### src/hw/rtl/tsss_pkg.sv
`default_nettype none
// ----------------------------------------------------------------------------
// tsss_pkg
// Shared widths, register indexes, reset values and status type for the serpentine stepper
// scan sequencer.
// ----------------------------------------------------------------------------
package tsss_pkg;

	localparam int PHASE_W     = 2;
	localparam int COIL_W      = 4;
	localparam int SWEEP_LIM_W = 11;
	localparam int ROW_LIM_W   = 12;
	localparam int POS_OUT_W   = 12;
	localparam int CFG_IDX_W   = 3;
	localparam int CFG_DATA_W  = 12;

	localparam logic [CFG_IDX_W-1:0] REG_PATTERN0    = 3'd0;
	localparam logic [CFG_IDX_W-1:0] REG_PATTERN1    = 3'd1;
	localparam logic [CFG_IDX_W-1:0] REG_PATTERN2    = 3'd2;
	localparam logic [CFG_IDX_W-1:0] REG_PATTERN3    = 3'd3;
	localparam logic [CFG_IDX_W-1:0] REG_SWEEP_LIMIT = 3'd4;
	localparam logic [CFG_IDX_W-1:0] REG_ROW_LIMIT   = 3'd5;

	localparam logic [COIL_W-1:0]      PATTERN0_RST    = 4'd1;
	localparam logic [COIL_W-1:0]      PATTERN1_RST    = 4'd2;
	localparam logic [COIL_W-1:0]      PATTERN2_RST    = 4'd4;
	localparam logic [COIL_W-1:0]      PATTERN3_RST    = 4'd8;
	localparam logic [SWEEP_LIM_W-1:0] SWEEP_LIMIT_RST = 11'd100;
	localparam logic [ROW_LIM_W-1:0]   ROW_LIMIT_RST   = 12'd50;

	typedef struct packed {
		logic               moving_right;
		logic               finished;
		logic [PHASE_W-1:0] bottom_phase;
		logic [PHASE_W-1:0] top_phase;
	} scan_flags_t;

endpackage
`default_nettype wire

### src/hw/rtl/tsss_scan_core.sv
`default_nettype none
// ----------------------------------------------------------------------------
// tsss_scan_core
// Scan state registers and the step update: bottom motor sweep,
// turnaround onto the top motor, direction flip and end-of-scan detection.
// ----------------------------------------------------------------------------
module tsss_scan_core
	import tsss_pkg::*;
#(
	parameter int POS_BITS = 12
) (
	input  wire logic                   clk,
	input  wire logic                   arst_n,
	input  wire logic                   step,
	input  wire logic [SWEEP_LIM_W-1:0] sweep_limit,
	input  wire logic [ROW_LIM_W-1:0]   row_limit,
	output      logic [POS_BITS-1:0]    sweep_pos_q,
	output      logic [POS_BITS-1:0]    row_pos_q,
	output      scan_flags_t            flags_q
);

	logic [POS_BITS-1:0] pos_lim;
	logic [POS_BITS-1:0] neg_lim;
	logic [POS_BITS-1:0] row_lim;
	logic [POS_BITS-1:0] row_nxt;
	logic                at_lim;
	logic                turn;
	logic                move;

	assign pos_lim = POS_BITS'(sweep_limit);
	assign neg_lim = POS_BITS'(~pos_lim + 1'b1);
	assign row_lim = POS_BITS'(row_limit);
	assign row_nxt = POS_BITS'(row_pos_q + 1'b1);

	assign at_lim = flags_q.moving_right ? (sweep_pos_q == pos_lim) : (sweep_pos_q == neg_lim);
	assign turn   = step && !flags_q.finished && at_lim;
	assign move   = step && !flags_q.finished && !at_lim;

	always_ff @(posedge clk or negedge arst_n) begin
		if (!arst_n) begin
			sweep_pos_q          <= '0;
			row_pos_q            <= '0;
			flags_q.moving_right <= 1'b1;
			flags_q.finished     <= 1'b0;
			flags_q.bottom_phase <= '0;
			flags_q.top_phase    <= '0;
		end else if (turn) begin
			// step the top motor and reverse the sweep
			row_pos_q            <= row_nxt;
			flags_q.top_phase    <= PHASE_W'(flags_q.top_phase + 1'b1);
			flags_q.moving_right <= !flags_q.moving_right;
			flags_q.finished     <= (row_nxt == row_lim);
		end else if (move) begin
			if (flags_q.moving_right) begin
				sweep_pos_q          <= POS_BITS'(sweep_pos_q + 1'b1);
				flags_q.bottom_phase <= PHASE_W'(flags_q.bottom_phase + 1'b1);
			end else begin
				sweep_pos_q          <= POS_BITS'(sweep_pos_q - 1'b1);
				flags_q.bottom_phase <= PHASE_W'(flags_q.bottom_phase - 1'b1);
			end
		end
	end

	a_turn_flips_dir: assert property (@(posedge clk) disable iff (!arst_n)
		turn |=> flags_q.moving_right != $past(flags_q.moving_right))
		else $error("turnaround did not reverse the sweep");

	a_done_sticks: assert property (@(posedge clk) disable iff (!arst_n)
		flags_q.finished |=> flags_q.finished)
		else $error("finished flag dropped");

	a_done_frozen: assert property (@(posedge clk) disable iff (!arst_n)
		flags_q.finished |=> $stable(sweep_pos_q) && $stable(row_pos_q)
			&& $stable(flags_q.bottom_phase) && $stable(flags_q.top_phase))
		else $error("state moved after the scan finished");

	a_move_keeps_row: assert property (@(posedge clk) disable iff (!arst_n)
		move |=> $stable(row_pos_q) && $stable(flags_q.top_phase)
			&& $stable(flags_q.moving_right))
		else $error("bottom step disturbed the top motor");

endmodule
`default_nettype wire

### src/hw/rtl/two_axis_serpentine_stepper_scan.sv
`default_nettype none
// ----------------------------------------------------------------------------
// two_axis_serpentine_stepper_scan
// Serpentine raster sequencer for two four-phase stepper motors.
// ----------------------------------------------------------------------------
// Every accepted item yields exactly one result, valid in the cycle after
// acceptance; one item is taken per clock as long as the previous result is
// taken in the same cycle. The scan state registers double as the result
// register, so the step update (one compare against the sweep limit and one
// increment) sets the cycle. Coil outputs show the pattern register selected
// by each motor's current phase. Configuration is written through cfg_we,
// cfg_index and cfg_data; writes to indexes above five are dropped.
// ----------------------------------------------------------------------------
module two_axis_serpentine_stepper_scan
	import tsss_pkg::*;
#(
	parameter int POS_BITS = 12
) (
	input  wire logic                   clk,
	input  wire logic                   arst_n,
	input  wire logic                   cfg_we,
	input  wire logic [CFG_IDX_W-1:0]   cfg_index,
	input  wire logic [CFG_DATA_W-1:0]  cfg_data,
	input  wire logic                   in_valid,
	output      logic                   in_ready,
	input  wire logic                   go,
	output      logic                   out_valid,
	input  wire logic                   out_ready,
	output      logic [COIL_W-1:0]      bottom_coils,
	output      logic [COIL_W-1:0]      top_coils,
	output      logic signed [POS_OUT_W-1:0] sweep_position,
	output      logic [POS_OUT_W-1:0]   row_position,
	output      logic                   moving_right,
	output      logic                   finished
);

	logic [COIL_W-1:0]      pattern_q [4];
	logic [SWEEP_LIM_W-1:0] sweep_limit_q;
	logic [ROW_LIM_W-1:0]   row_limit_q;
	logic                   out_valid_q;
	logic                   accept;
	logic [POS_BITS-1:0]    sweep_pos;
	logic [POS_BITS-1:0]    row_pos;
	scan_flags_t            flags;

	always_ff @(posedge clk or negedge arst_n) begin
		if (!arst_n) begin
			pattern_q[0]  <= PATTERN0_RST;
			pattern_q[1]  <= PATTERN1_RST;
			pattern_q[2]  <= PATTERN2_RST;
			pattern_q[3]  <= PATTERN3_RST;
			sweep_limit_q <= SWEEP_LIMIT_RST;
			row_limit_q   <= ROW_LIMIT_RST;
		end else if (cfg_we) begin
			case (cfg_index)
				REG_PATTERN0:    pattern_q[0]  <= cfg_data[COIL_W-1:0];
				REG_PATTERN1:    pattern_q[1]  <= cfg_data[COIL_W-1:0];
				REG_PATTERN2:    pattern_q[2]  <= cfg_data[COIL_W-1:0];
				REG_PATTERN3:    pattern_q[3]  <= cfg_data[COIL_W-1:0];
				REG_SWEEP_LIMIT: sweep_limit_q <= cfg_data[SWEEP_LIM_W-1:0];
				REG_ROW_LIMIT:   row_limit_q   <= cfg_data[ROW_LIM_W-1:0];
				default: ;
			endcase
		end
	end

	// take a new beat when no result is held or the held result leaves this cycle
	assign in_ready = !out_valid_q || out_ready;
	assign accept   = in_valid && in_ready;

	always_ff @(posedge clk or negedge arst_n) begin
		if (!arst_n) begin
			out_valid_q <= 1'b0;
		end else if (in_ready) begin
			out_valid_q <= in_valid;
		end
	end

	tsss_scan_core #(
		.POS_BITS (POS_BITS)
	) u_core (
		.clk         (clk),
		.arst_n      (arst_n),
		.step        (accept && go),
		.sweep_limit (sweep_limit_q),
		.row_limit   (row_limit_q),
		.sweep_pos_q (sweep_pos),
		.row_pos_q   (row_pos),
		.flags_q     (flags)
	);

	assign out_valid      = out_valid_q;
	assign bottom_coils   = pattern_q[flags.bottom_phase];
	assign top_coils      = pattern_q[flags.top_phase];
	assign sweep_position = POS_OUT_W'(signed'(sweep_pos));
	assign row_position   = POS_OUT_W'(row_pos);
	assign moving_right   = flags.moving_right;
	assign finished       = flags.finished;

	a_hold_on_stall: assert property (@(posedge clk) disable iff (!arst_n)
		out_valid_q && !out_ready |=> out_valid_q && $stable(sweep_position)
			&& $stable(row_position) && $stable(finished))
		else $error("result changed while stalled");

	a_accept_gives_result: assert property (@(posedge clk) disable iff (!arst_n)
		accept |=> out_valid_q)
		else $error("accepted beat produced no result");

	a_no_result_unasked: assert property (@(posedge clk) disable iff (!arst_n)
		in_ready && !in_valid |=> !out_valid_q)
		else $error("result appeared without an accepted beat");

endmodule
`default_nettype wire

### config.mk
export PLATFORM = sky130hd
export DESIGN_NAME = two_axis_serpentine_stepper_scan
export DESIGN_NICKNAME = d
export VERILOG_FILES = /design/src/hw/rtl/tsss_pkg.sv /design/src/hw/rtl/tsss_scan_core.sv /design/src/hw/rtl/two_axis_serpentine_stepper_scan.sv
export SDC_FILE = /design/constraint.sdc
export NUM_CORES = 1
export LEC_CHECK = 0
export ABC_AREA = 0
export BUFFER_PORTS_ARGS = -buffer_cell sky130_fd_sc_hd__buf_4
export CAP_MARGIN = 20
export CORE_UTILIZATION = 63
export CTS_CLUSTER_DIAMETER = 60
export CTS_CLUSTER_SIZE = 40
export DETAILED_ROUTE_END_ITERATION = 10
export PLACE_DENSITY = 0.94
export SLEW_MARGIN = 0
export SYNTH_ARGS = -nofsm -noshare
export SYNTH_HDL_FRONTEND = slang
export SYNTH_HIERARCHICAL = 1
export SYNTH_SLANG_ARGS = --single-unit
### constraint.sdc
create_clock -name clk -period 5.4 [get_ports clk]
set_input_delay 0 -clock clk [delete_from_list [all_inputs] [get_ports clk]]
set_output_delay 0 -clock clk [all_outputs]
set_load 0.01 [all_outputs]
==> flow_metrics.py <==
metrics = {
    "finish": {
        "layout_commonest_cell": "dfrtp_1",
        "antennaDiodeCount": 0,
        "stdcell_count": 510,
        "mostFrequentLayoutCells": "dfrtp_1 (59), buf_4 (57), xnor2_1 (40)",
        "nNetsFinal": 462,
        "area_growth_pct": 19.21,
        "drive_above_1_share_pct": 32.56,
    },
    "yosys": {
        "synth-edff-count": 0,
        "syn_inst": 354,
        "yosys_most_used_dff": "dfrtp_1",
        "yosysTopAreaCell": "dfrtp_1",
        "yosys.area_share.simple_pct": 13.61,
        "synthesis.area_mm2": 0.004239,
        "yosysWarningCount": 6,
        "synth.area.mux_share_pct": 19.51,
        "synthesis.nets": 388,
        "synth_area_leaders": "dfrtp_1 (35%), mux2_2 (8.8%), xnor2_1 (8.3%), dfstp_2 (6.8%), mux4_2 (4.3%)",
        "yosysUniqueCellTypes": 60,
        "synth_top_area_share_pct": 34.83,
        "synth_compound_area_share_pct": 7.527,
        "synth-seq-cells": 70,
        "synth-xor-area-share_pct": 11.98,
        "synthAdderAreaFrac_pct": 4.014,
        "syn_area_per_cell_um2": 11.97,
        "ys_seq_area_share_pct": 41.65,
        "synth-async-reset-ratio_pct": 100.0,
        "synth_top_family_by_area": "multiplexers",
    },
    "place": {
        "gp_congestion": 0.8413,
        "dp.cells": 478,
        "preCtsSetupSlack_ps": 1895,
        "dp_hpwl_um": 6839,
        "port_buffers": 56,
    },
    "cts": {
        "clk_path_buf_depth": 2,
        "clk_pin_slew_ps": 70,
        "numCtsBuffers": 9,
        "cts_sinks": 70,
        "cts_resized": 0,
        "clk_latency_ps": 340,
        "cts_tree": "built",
        "clock-root-buffer": "clkbuf_8",
        "cts_hold_buf": 15,
        "post-cts-setup-buffer-count": 0,
        "h-tree-depth": 3,
    },
    "drt": {
        "wl_um": 9815,
        "wl_per_cell_um": 19.25,
        "viasPerCell": 6.325,
        "drt_pre_antenna_iters": 7,
        "vias": 3226,
        "ant_nets": 0,
        "drt-initial-drc-count": 234,
        "drc": 6,
    },
    "worst_setup_path": {
        "path_cells": "clkinv_1, and2_1, mux2i_1, o21ai_0, nor4_4, nor2_1, buf_4, mux2_1",
        "worstPathArrival_ps": 3850,
        "cp-end-kind": "flip-flop",
        "cp.required_ps": 5620,
        "slowest_stage": "nor4_4",
        "r2r_slack_ps": 1770,
        "crit_path_start": "u_core/flags_q[5]",
        "cp_max_fo": 17,
        "crit_type": "reg2reg",
        "cp_top_family": "simple AND/OR/NAND/NOR gates",
        "critPathMaxStageDelay_ps": 750,
        "crit_buf_inv": 2,
        "regToRegStartpoint": "u_core/flags_q[5]",
        "r2r_cells": 8,
        "cp-start-kind": "flip-flop",
        "r2r-end": "u_core/sweep_pos_q[10]",
    },
    "sta": {
        "rsz0062_at_grt": "false",
        "relSlewSlack_pct": 41.58,
        "finalSetupViolCount": 0,
        "period_needed_ps": 3627,
        "tightest_slew_ps": 869.8,
        "timing.final.ws_setup_ps": 1773,
        "fin_skew_ps": 12.33,
        "fmax_mhz": 275.7,
        "hold_ws_ps": 94.84,
        "final.period_utilization_pct": 67.16,
        "tns_ps": 0,
        "maxSlewViolCount": 0,
        "finalHoldViolations": 0,
    },
    "global_route": {
        "grt_pass1_wl_um": 16040,
        "grt_antenna_before_repair": 0,
        "grt_pass1_vias": 3234,
        "grt-ovfl-total": 0,
        "grtUsageTotal_pct": 29.51,
        "grt_max_degree": 71,
    },
    "power": {
        "netSwitchingFraction_pct": 36.72,
        "clkPwrFrac_pct": 18.7,
        "finalPower_mw": 2.236,
        "p_seq_share_pct": 37.4,
        "p_int_mw": 1.415,
        "p_leak_nw": 2.191,
        "ir_drop_uv": 364.6,
        "p_sw_mw": 0.8209,
        "combPwrFrac_pct": 43.8,
        "power.density_mw_per_mm2": 442.4,
    },
    "min_path": {
        "hold_depth": 3,
        "min_from": "cfg_index[1]",
        "hold_end": "pattern_q[14]",
        "hold_path_class": "in2reg",
    },
    "flow_run": {
        "max-cap-violations": 0,
    },
    "floorplan": {
        "die_x_um": 84.03,
        "dieArea_mm2": 0.007061,
        "die_h_um": 84.03,
        "rows": 29,
        "core-area_mm2": 0.006422,
        "io_pins": 57,
        "initial_core_util_pct": 66.00,
    },
    "run_status": {
        "status": "finished with violations",
        "violations": "design-rule violations",
    },
}
## state kept, by name (all words and copies together) (netlist names)
signal / count
u_core/row_pos_q: 12
out_valid: 1
u_core/sweep_pos_q: 12
row_limit_q: 12
pattern_q: 16
u_core/flags_q: 6
sweep_limit_q: 11
## cells in the mapped netlist (4+ instances only)
library cell / instances
a21oi_1: 10
o21ai_0: 7
a21o_1: 4
mux2_1: 8
ha_1: 12
xnor2_1: 40
nor3_1: 9
nand4_1: 4
dfstp_2: 11
mux2_4: 11
clkbuf_1: 5
nand2_1: 14
mux4_2: 8
nand2b_1: 4
mux2_2: 33
and3_1: 10
inv_1: 4
xor2_1: 18
nor2_1: 12
dfrtp_1: 59
nand3_1: 12
and2_1: 4
## power by group through the flow
stage                     clock [mW]  sequential [mW]  combinational [mW]
after floorplan                    0            0.811               0.675
after global placement             0            0.831               0.905
after detailed placement           0            0.845               0.950
after CTS                      0.424            0.837               0.968
after global routing           0.444            0.857                1.06
final                          0.418            0.837               0.980
## kinds of logic (layout without fill, tap and decap cells)
kind of cell,Yosys count,count (layout)
simple gates,91,91
buf+inv,14,93
compound gates,46,46
flops,70,70
xor+xnor,58,58
fa+ha+maj,13,13
mux,62,62
## how the worst max path moves through the flow
stage / cells past startpoint / end
2_1_floorplan: 9 / u_core/sweep_pos_q[10]
3_3_place_gp: 7 / u_core/sweep_pos_q[8]
3_5_place_dp: 7 / u_core/sweep_pos_q[3]
4_1_cts: 7 / u_core/sweep_pos_q[4]
5_1_grt: 8 / u_core/sweep_pos_q[6]
6_report: 8 / u_core/sweep_pos_q[10]
## area by class of cell
class	count	area [um^2]
Clock buffer	13	148.9
Clock inverter	3	45.04
Fill cell	369	1369
Inverter	5	18.77
Multi-Input combinational cell	270	2401
Sequential cell	70	1765
Tap cell	77	96.34
Timing Repair Buffer	72	578.1
## worst register-to-register path: stages (launching register included)
cell and delay [ps]:
dfstp_2 700, clkinv_1 510, and2_1 320, mux2i_1 110
o21ai_0 140, nor4_4 750, nor2_1 370, buf_4 280
mux2_1 310
## per-stage QoR
stage	util (%)	cell area, um^2
4_1_cts	78.57	5046
2_1_floorplan	-	4239
5_1_grt	78.69	5054
3_3_place_gp	73.21	4702
6_report	78.69	5054
3_5_place_dp	73.21	4702
## layer usage
layer / global-route usage (%) / vias to the layer above / wire length (um)
met2: 51.04 / 110 / 4967
met3: 5.638 / 27 / 413
met1: 36.16 / 1630 / 4192
li1: - / 1459 / -
met4: 12.38 / 0 / 242
met5: 0 / - / 0
Power figures use the tool's default switching activity.
